<file path="config.mk">
export PLATFORM = sky130hd
export DESIGN_NAME = sorted_table_insert_delete_core
export DESIGN_NICKNAME = d
export VERILOG_FILES = /design/src/sv/stti_pkg.sv /design/src/sv/stti_datapath.sv /design/src/sv/stti_ctrl.sv /design/src/sv/sorted_table_insert_delete_core.sv
export SDC_FILE = /design/constraint.sdc
export NUM_CORES = 2
export LEC_CHECK = 0
export ABC_CLOCK_PERIOD_IN_PS = 5640
export BUFFER_PORTS_ARGS = -buffer_cell sky130_fd_sc_hd__buf_2
export CAP_MARGIN = 20
export CORE_ASPECT_RATIO = 0.8
export CORE_UTILIZATION = 25
export DETAILED_ROUTE_END_ITERATION = 7
export GPL_TIMING_DRIVEN = 1
export PLACE_DENSITY_LB_ADDON = 0.05
export SYNTH_ARGS = -nofsm -noshare
export SYNTH_HDL_FRONTEND = slang
export SYNTH_SLANG_ARGS = --single-unit
</file>
<file path="constraint.sdc">
create_clock -name clk -period 5.64 [get_ports clk]
set_clock_uncertainty 0.1 [all_clocks]
set_input_delay 0.564 -clock clk [delete_from_list [all_inputs] [get_ports clk]]
set_output_delay 0.564 -clock clk [all_outputs]
set_load 0.01 [all_outputs]
</file>
<file path="src/sv/stti_pkg.sv">
package stti_pkg;

	// table size
	localparam int CAPACITY = 16;
	localparam int IDX_W    = $clog2(CAPACITY);
	localparam int CNT_W    = $clog2(CAPACITY + 1);

	// command codes
	localparam logic [1:0] CMD_INSERT = 2'd0;
	localparam logic [1:0] CMD_DELETE = 2'd1;
	localparam logic [1:0] CMD_DUMP   = 2'd2;

	// status codes
	localparam logic [1:0] ST_OK        = 2'd0;
	localparam logic [1:0] ST_NOT_FOUND = 2'd1;
	localparam logic [1:0] ST_FULL      = 2'd2;
	localparam logic [1:0] ST_EMPTY     = 2'd3;

	typedef struct packed {
		logic [1:0]         command;
		logic signed [31:0] key;
	} cmd_item_t;

	typedef struct packed {
		logic [1:0]         status;
		logic signed [31:0] entry_value;
		logic [3:0]         entry_index;
		logic [4:0]         stored_count;
		logic               last;
	} rsp_item_t;

	// datapath operations issued by the controller
	typedef enum logic [2:0] {
		DP_NOP,
		DP_CAPTURE,
		DP_INSERT,
		DP_DELETE,
		DP_DUMP,
		DP_EMPTY
	} dp_op_t;

	typedef struct packed {
		dp_op_t op;
	} dp_cmd_t;

	typedef struct packed {
		logic rsp_free;
		logic table_empty;
		logic dump_last;
	} dp_stat_t;

endpackage

</file>
<file path="src/sv/stti_datapath.sv">
module stti_datapath import stti_pkg::*; (
	input  logic               clk,
	input  logic               arst_n,
	input  dp_cmd_t            dp_cmd,
	input  logic signed [31:0] key,
	output dp_stat_t           dp_stat,
	output logic               rsp_valid,
	input  logic               rsp_stall,
	output rsp_item_t          rsp
);

	logic signed [31:0] cells_q [CAPACITY];
	logic [CNT_W-1:0]   count_q;
	logic signed [31:0] key_q;
	logic [CAPACITY-1:0] ge_q;
	logic [CAPACITY-1:0] eq_q;
	logic [IDX_W-1:0]   dump_idx_q;
	logic               rsp_valid_q;
	rsp_item_t          rsp_q;

	logic [IDX_W-1:0]   ins_pos;
	logic [IDX_W-1:0]   del_pos;
	logic               found;
	logic               full;
	logic               rsp_free;
	logic [CNT_W-1:0]   count_dec;

	assign full      = (count_q == CNT_W'(CAPACITY));
	assign rsp_free  = !rsp_valid_q || !rsp_stall;
	assign found     = |eq_q;
	assign count_dec = count_q - CNT_W'(1);

	// insert position: first stored key not below the new one, else the end
	always_comb begin
		ins_pos = count_q[IDX_W-1:0];
		for (int i = CAPACITY - 1; i >= 0; i--) begin
			if (ge_q[i]) begin
				ins_pos = IDX_W'(i);
			end
		end
	end

	// delete position: first stored key equal to the operand
	always_comb begin
		del_pos = '0;
		for (int i = CAPACITY - 1; i >= 0; i--) begin
			if (eq_q[i]) begin
				del_pos = IDX_W'(i);
			end
		end
	end

	assign dp_stat.rsp_free    = rsp_free;
	assign dp_stat.table_empty = (count_q == '0);
	assign dp_stat.dump_last   = ({1'b0, dump_idx_q} == count_dec);

	// operand capture: every cell compares against the key at once
	always_ff @(posedge clk) begin
		if (dp_cmd.op == DP_CAPTURE) begin
			key_q <= key;
			for (int i = 0; i < CAPACITY; i++) begin
				ge_q[i] <= (CNT_W'(i) < count_q) && (cells_q[i] >= key);
				eq_q[i] <= (CNT_W'(i) < count_q) && (cells_q[i] == key);
			end
		end
	end

	// cell array: shift up on insert, shift down on delete
	always_ff @(posedge clk) begin
		if (dp_cmd.op == DP_INSERT && !full) begin
			for (int j = 0; j < CAPACITY; j++) begin
				if (IDX_W'(j) == ins_pos) begin
					cells_q[j] <= key_q;
				end else if (j > 0 && IDX_W'(j) > ins_pos) begin
					cells_q[j] <= cells_q[(j > 0) ? j - 1 : 0];
				end
			end
		end else if (dp_cmd.op == DP_DELETE && found) begin
			for (int j = 0; j < CAPACITY - 1; j++) begin
				if (IDX_W'(j) >= del_pos) begin
					cells_q[j] <= cells_q[j + 1];
				end
			end
		end
	end

	// entry count and dump pointer
	always_ff @(posedge clk or negedge arst_n) begin
		if (!arst_n) begin
			count_q    <= '0;
			dump_idx_q <= '0;
		end else begin
			unique case (dp_cmd.op)
				DP_CAPTURE: dump_idx_q <= '0;
				DP_INSERT: begin
					if (!full) begin
						count_q <= count_q + CNT_W'(1);
					end
				end
				DP_DELETE: begin
					if (found) begin
						count_q <= count_dec;
					end
				end
				DP_DUMP:  dump_idx_q <= dump_idx_q + IDX_W'(1);
				default: ;
			endcase
		end
	end

	// response register valid
	always_ff @(posedge clk or negedge arst_n) begin
		if (!arst_n) begin
			rsp_valid_q <= 1'b0;
		end else if (dp_cmd.op == DP_INSERT || dp_cmd.op == DP_DELETE
				|| dp_cmd.op == DP_DUMP || dp_cmd.op == DP_EMPTY) begin
			rsp_valid_q <= 1'b1;
		end else if (!rsp_stall) begin
			rsp_valid_q <= 1'b0;
		end
	end

	// response register payload
	always_ff @(posedge clk) begin
		unique case (dp_cmd.op)
			DP_INSERT: begin
				rsp_q.entry_value <= key_q;
				rsp_q.last        <= 1'b1;
				if (full) begin
					rsp_q.status       <= ST_FULL;
					rsp_q.entry_index  <= '0;
					rsp_q.stored_count <= 5'(count_q);
				end else begin
					rsp_q.status       <= ST_OK;
					rsp_q.entry_index  <= 4'(ins_pos);
					rsp_q.stored_count <= 5'(count_q + CNT_W'(1));
				end
			end
			DP_DELETE: begin
				rsp_q.entry_value <= key_q;
				rsp_q.last        <= 1'b1;
				if (found) begin
					rsp_q.status       <= ST_OK;
					rsp_q.entry_index  <= 4'(del_pos);
					rsp_q.stored_count <= 5'(count_dec);
				end else begin
					rsp_q.status       <= ST_NOT_FOUND;
					rsp_q.entry_index  <= '0;
					rsp_q.stored_count <= 5'(count_q);
				end
			end
			DP_DUMP: begin
				rsp_q.status       <= ST_OK;
				rsp_q.entry_value  <= cells_q[dump_idx_q];
				rsp_q.entry_index  <= 4'(dump_idx_q);
				rsp_q.stored_count <= 5'(count_q);
				rsp_q.last         <= dp_stat.dump_last;
			end
			DP_EMPTY: begin
				rsp_q.status       <= ST_EMPTY;
				rsp_q.entry_value  <= '0;
				rsp_q.entry_index  <= '0;
				rsp_q.stored_count <= '0;
				rsp_q.last         <= 1'b1;
			end
			default: ;
		endcase
	end

	assign rsp_valid = rsp_valid_q;
	assign rsp       = rsp_q;

endmodule

</file>
<file path="src/sv/stti_ctrl.sv">
module stti_ctrl import stti_pkg::*; (
	input  logic       clk,
	input  logic       arst_n,
	input  logic       cmd_valid,
	input  logic [1:0] command,
	output logic       cmd_stall,
	input  dp_stat_t   dp_stat,
	output dp_cmd_t    dp_cmd
);

	typedef enum logic [2:0] {
		S_IDLE,
		S_INSERT,
		S_DELETE,
		S_DUMP,
		S_EMPTY
	} state_t;

	state_t state_q;

	assign cmd_stall = (state_q != S_IDLE);

	// datapath operation for this cycle
	always_comb begin
		dp_cmd.op = DP_NOP;
		unique case (state_q)
			S_IDLE: begin
				if (cmd_valid) begin
					dp_cmd.op = DP_CAPTURE;
				end
			end
			S_INSERT: begin
				if (dp_stat.rsp_free) begin
					dp_cmd.op = DP_INSERT;
				end
			end
			S_DELETE: begin
				if (dp_stat.rsp_free) begin
					dp_cmd.op = DP_DELETE;
				end
			end
			S_DUMP: begin
				if (dp_stat.rsp_free) begin
					dp_cmd.op = DP_DUMP;
				end
			end
			S_EMPTY: begin
				if (dp_stat.rsp_free) begin
					dp_cmd.op = DP_EMPTY;
				end
			end
			default: ;
		endcase
	end

	// sequencing
	always_ff @(posedge clk or negedge arst_n) begin
		if (!arst_n) begin
			state_q <= S_IDLE;
		end else begin
			unique case (state_q)
				S_IDLE: begin
					if (cmd_valid) begin
						unique case (command)
							CMD_INSERT: state_q <= S_INSERT;
							CMD_DELETE: state_q <= S_DELETE;
							CMD_DUMP: begin
								state_q <= dp_stat.table_empty ? S_EMPTY : S_DUMP;
							end
							default: state_q <= S_IDLE;
						endcase
					end
				end
				S_INSERT, S_DELETE, S_EMPTY: begin
					if (dp_stat.rsp_free) begin
						state_q <= S_IDLE;
					end
				end
				S_DUMP: begin
					if (dp_stat.rsp_free && dp_stat.dump_last) begin
						state_q <= S_IDLE;
					end
				end
				default: state_q <= S_IDLE;
			endcase
		end
	end

endmodule

</file>
<file path="src/sv/sorted_table_insert_delete_core.sv">
// channel  direction  payload      handshake
// cmd      in         cmd_item_t   cmd_valid / cmd_stall
// rsp      out        rsp_item_t   rsp_valid / rsp_stall
//
// insert and delete: the transfer, in which all 16 cells compare against the key
// in parallel into registered flags, then a step that shifts the cells; a dump reads
// one cell per cycle through the dump pointer while the response register is free,
// giving N responses for N stored keys, and a dump of an empty table gives one ST_EMPTY response.
// arst_n clears the entry count and the control state; cell contents are not reset.
// a stalled response register holds the controller in place until its transfer.
module sorted_table_insert_delete_core import stti_pkg::*; (
	input  logic      clk,
	input  logic      arst_n,
	input  logic      cmd_valid,
	output logic      cmd_stall,
	input  cmd_item_t cmd,
	output logic      rsp_valid,
	input  logic      rsp_stall,
	output rsp_item_t rsp
);

	dp_cmd_t  dp_cmd;
	dp_stat_t dp_stat;

	// sequencing
	stti_ctrl u_ctrl (
		.clk       (clk),
		.arst_n    (arst_n),
		.cmd_valid (cmd_valid),
		.command   (cmd.command),
		.cmd_stall (cmd_stall),
		.dp_stat   (dp_stat),
		.dp_cmd    (dp_cmd)
	);

	// key cells and response register
	stti_datapath u_datapath (
		.clk       (clk),
		.arst_n    (arst_n),
		.dp_cmd    (dp_cmd),
		.key       (cmd.key),
		.dp_stat   (dp_stat),
		.rsp_valid (rsp_valid),
		.rsp_stall (rsp_stall),
		.rsp       (rsp)
	);

endmodule

</file>
After elaboration in Yosys (flattened, before gate mapping):

Memories as Yosys holds them, arrays and structs flattened.
Cells that the tools add are included.
W data, S select, Z words.

* shift-type cells: 0
* equal/unequal tests: 50
* divide/modulo/power cells: 0
* bitwise operators: 30
* multiplexer cells: 253
* multipliers: 0
* magnitude comparators: 62
* $add $sub $neg: 3
* reduce and logical (&&, ||, !) cells: 54

Operator list (count)
* $mux W32: 30
* $eq A32 B32 Y1: 16
* $ge A32 B32 Y1: 16
* $pmux W44 S4: 1
* $mux W1: 172
* $mux W4: 32
* $lt A4 B5 Y1 const A: 8
* $logic_and A1 B1 Y1: 35
* $eq A4 B4 Y1 const A: 8
* $gt A4 B4 Y1 const A: 8
* $or A1 B1 Y1: 30
* $ge A4 B4 Y1 const A: 7
* $lt A3 B5 Y1 const A: 4
* $mux W3: 6
* $mux W9: 2
* $pmux W3 S3: 2
* $eq A3 B4 Y1 const A: 4
* $ge A3 B4 Y1 const A: 4
* $gt A3 B4 Y1 const A: 4
* $reduce_or A16 Y1: 1
* $pmux W3 S5: 1
* $eq A3 B2 Y1 const B: 4
* $lt A1 B5 Y1 const A: 2
* $lt A2 B5 Y1 const A: 2
* other kinds (32): 53

* memory bits (read-only): 0
* latch bits: 0
* memories: 1
* output and inout port bits: 46
* bits of input ports: 38
* bits in writable memories: 512
* word-level logic and storage cells: 465
* flip-flop bits (word level): 121

Memory list
* u_datapath.cells_q: words 16, bits a word 32, read ports 17, clocked after memory_dff 0, wr ports 16, RTL line stti_datapath.sv:12 `logic signed [31:0] cells_q [CAPACITY];`

Depth between registers and ports, before layout:

* depth in word-level cells: 23
* gate-level depth with buffers: 13
* gate-level depth less buffers: 9

By module:

A second synthesis with hierarchy kept.

* cells, all modules: 4122
* area, all modules: 46133.0 um2

By module, submodules not included
* stti_datapath: area an instance 45869.0 um2, times used 1, cells each 4092, sequential area each 18868.1 um2
* stti_ctrl: area an instance 264.0 um2, times used 1, cells each 30, sequential area each 75.1 um2

Worst setup path after synthesis:

Ideal clock, no wire load.

* kind: register to register
* from: reg u_datapath.count_q[0]
* to: mem u_datapath.cells_q[9][0] (enable)
* buffers on the path: 3
* arrival time: 4.078 ns
* slack: 0.996 ns
* setup time: 0.466 ns
* period minus slack after synthesis: 4.644 ns
* stages on the path, launching flop included: 11
* required time: 5.074 ns
* cell sequence: dfrtp_1 -> clkbuf_1 -> inv_1 -> ha_1 -> clkbuf_1 -> nand4bb_1 -> nand4b_1 -> inv_1 -> o21ai_1 -> clkbuf_1 -> o21ai_0

RTL lines
* start, declared: RTL line stti_datapath.sv:13 `logic [CNT_W-1:0] count_q;`
* start signal, assigned: RTL line stti_datapath.sv:97 `count_q <= count_q + CNT_W'(1);`
* start signal, assigned: RTL line stti_datapath.sv:102 `count_q <= count_dec;`
* end, declared: RTL line stti_datapath.sv:12

==> flow_metrics.tcl <==
set metrics [dict create \
    status "finished clean" \
    hold_class "in -> reg" \
    path_max_fanout 25 \
    cp_top_family "compound AO/OA/AOI/OAI gates" \
    grt_pass1_vias 35600 \
    hold_viol_final 0 \
    synth_edf_count 620 \
    crit_arrival_ns 4.64 \
    start_kind "flip-flop" \
    track_usage_pct 24.7 \
    yosys_warnings 0 \
    synth-seq-cells 633 \
    r2r-start "u_datapath.ge_q[15]" \
    drv_slew 0 \
    ys_seq_area_share_pct 41.9 \
    path_cells "or4_1, o311ai_2, and2b_1, nand2_1, a21oi_4, a31o_2, buf_12" \
    min_period_ns 4.36 \
    cts_tree "done" \
    drv_cap 0 \
    cts_resized 0 \
    syn_area_um2 45200 \
    setup-violations-final 0 \
    critPathCaptureType "flip-flop" \
    htreeDepth 3 \
    multi_input_area_um2 25100 \
    firstDrtPassIters 7 \
    io_buffer_count 83 \
    synth_nets 4598 \
    power_density_nw_per_um2 652 \
    drc 0 \
    wl_per_cell_um 34.7 \
    first_iter_violations 4144 \
    dr_total_vias 36900 \
    cts_root_buffer "clkbuf_16" \
    rsz0062_at_grt "false" \
    clk_pin_slew_ns 0.07 \
    async_flop_share_pct 2.05 \
    syn_area_per_cell_um2 11.2 \
    antenna_found_initial 26 \
    grt_pass1_wl_um 314000 \
    register_area_um2 19000 \
    synthFlopType "edfxtp_1" \
    cts.sinks 633 \
    dp_cells 6415 \
    drive_gt1_share_pct 14.2 \
    finalNonFillerCells 6608 \
    slew_headroom_pct 11.3 \
    die_h_um 382 \
    postRouteAntennaNets 0 \
    fmax_ghz 0.230 \
    io_pins 84 \
    overflow 0 \
    gp_congestion 0.864 \
    nFillCells 18600 \
    die-area_um2 183000 \
    tns_ns 0 \
    tightest_slew_ns 1.32 \
    drt-total-wl_um 230000 \
    nets 4694 \
    die_w_um 477 \
    max-clock-path-buffers 3 \
    vias_per_cell 5.59 \
    period_share_pct 77.3 \
    path_class "reg -> reg" \
    insertion_delay_ns 0.73 \
    ys_types 82 \
    hold_start "rsp_stall" \
    slowest_delay_ns 0.83 \
    cp-startpoint "u_datapath.ge_q[15]" \
    grt_max_degree 110 \
    numCtsBuffers 85 \
    critPathSlowestCell "o311ai_2" \
    hpwl_um 165000 \
    core_area_um2 179000 \
    start_util_pct 25.2 \
    max-vdd-ir-drop_v 0.000527 \
    leakage_uw 0.0204 \
    required_ns 5.92 \
    syn_inst 4044 \
    synthToLayoutAreaGrowth_pct 15.1 \
    row_count 139 \
    crit_buf_inv 1 \
]
-- sequential cells by signal (all words and copies together) (netlist names) --
signal / cells
u_datapath.count_q: 5
u_datapath.eq_q: 16
u_datapath.cells_q: 512
u_datapath.key_q: 32
u_datapath.rsp_valid: 1
u_datapath.rsp: 44
u_datapath.dump_idx_q: 4
u_ctrl.state_q: 3
u_datapath.ge_q: 16
-- final timing paths --
path / slack [ns] / cells after the start / end
max: 1.28 / 7 / u_datapath.cells_q[2][7]
min: 0.08 / 3 / u_datapath.rsp_valid
max reg2reg: 1.28 / 7 / u_datapath.cells_q[2][7]
min reg2reg: 0.49 / 2 / u_datapath.cells_q[14][12]
max in group asynchronous: 4.92 / 2 / u_datapath.dump_idx_q[3]
min in group asynchronous: 0.20 / 2 / u_datapath.rsp_valid
-- report_power, final --
group / total [uW] / internal [uW] / switching [uW]
Combinational: 16600 / 6110 / 10500
Clock: 5320 / 2890 / 2430
Sequential: 12000 / 8780 / 3220
Total: 33900 / 17800 / 16100
-- stage by stage --
step	cell area [um^2]	util [%]	setup WS [ns]	total power, uW	hold WS, ns
2_1_floorplan	45200	-	0.996	20300	0.168
3_3_place_gp	49100	27.4	0.137	28600	0.425
3_5_place_dp	49200	27.4	1.15	28500	0.419
4_1_cts	52000	29.0	1.31	34000	0.0181
5_1_grt	52000	29.0	1.15	35800	0.0814
6_report	52000	29.0	1.28	33900	0.0776
-- metal layers --
metal | GRT usage [%] | vias to the layer above | part of all wire, %
met5 | 0 | - | 0.0057
met4 | 3.61 | 2 | 1.4
met3 | 3.89 | 183 | 6.2
met2 | 35.4 | 1285 | 41
met1 | 39.0 | 19300 | 51
li1 | - | 16200 | -
-- cell usage after synthesis, types with 48 or more instances --
master    instances  area [um^2]
mux2i_1         127         1270
buf_2            55          275
a22o_1          128         1120
inv_1           119          447
nand3_1          57          285
clkbuf_1        173          649
mux4_2          160         3600
a21o_1          207         1550
ha_1            516         6460
a21oi_1         200         1000
edfxtp_1        620        18600
nor2_1          178          668
o21ai_0         175          876
a221o_1          67          671
a31oi_1          48          300
a22oi_1          67          503
nand2_1         481         1810
nand4_1          86          538
-- logic make-up (layout without fill, tap and decap cells) --
kind of cell	count (synthesis)	after routing	share of synthesized area, %
fa+ha+maj	516	516	14.3
simple gates	1046	1046	10.8
buf+inv	370	530	3.32
mux	322	322	11.7
xor+xnor	16	16	0.310
other cells	0	7	0
compound gates	1141	1141	17.7
flops	633	633	41.9
-- cells in the final DEF (no fill, tap or decap), types with 83 or more instances in the layout --
| master | n |
|---|---|
| a21o_1 | 207 |
| ha_1 | 516 |
| inv_1 | 117 |
| o21ai_0 | 171 |
| mux4_2 | 160 |
| clkbuf_16 | 88 |
| edfxtp_1 | 620 |
| nor2_1 | 173 |
| nand4_1 | 86 |
| nand2_1 | 477 |
| a21oi_1 | 199 |
| a22o_1 | 128 |
| mux2i_1 | 127 |
| buf_4 | 129 |
| buf_2 | 83 |
-- repair_timing --
item | CTS | global route
buffers inserted | 0 | 0
hold buffers | 32 | 0
endpoints found under the hold margin | 44 | 0
-- area by class of cell --
cell class	count	share of cell area, %
timing repair buffer	260	3.86
clock buffer	115	4.43
sequential	633	36.4
tap	2397	5.76
inverter	119	0.863
antenna	7	0.0337
clock inverter	36	0.389
multi-input combinational	3041	48.2
-- worst reg2reg max path, stage by stage (launching register included) --
cell and delay [ns]:
edfxtp_1 0.45, or4_1 0.60, o311ai_2 0.83, and2b_1 0.32, nand2_1 0.26, a21oi_4 0.59
a31o_2 0.45, buf_12 0.34
No activity file was read; power rests on OpenSTA's default activity.
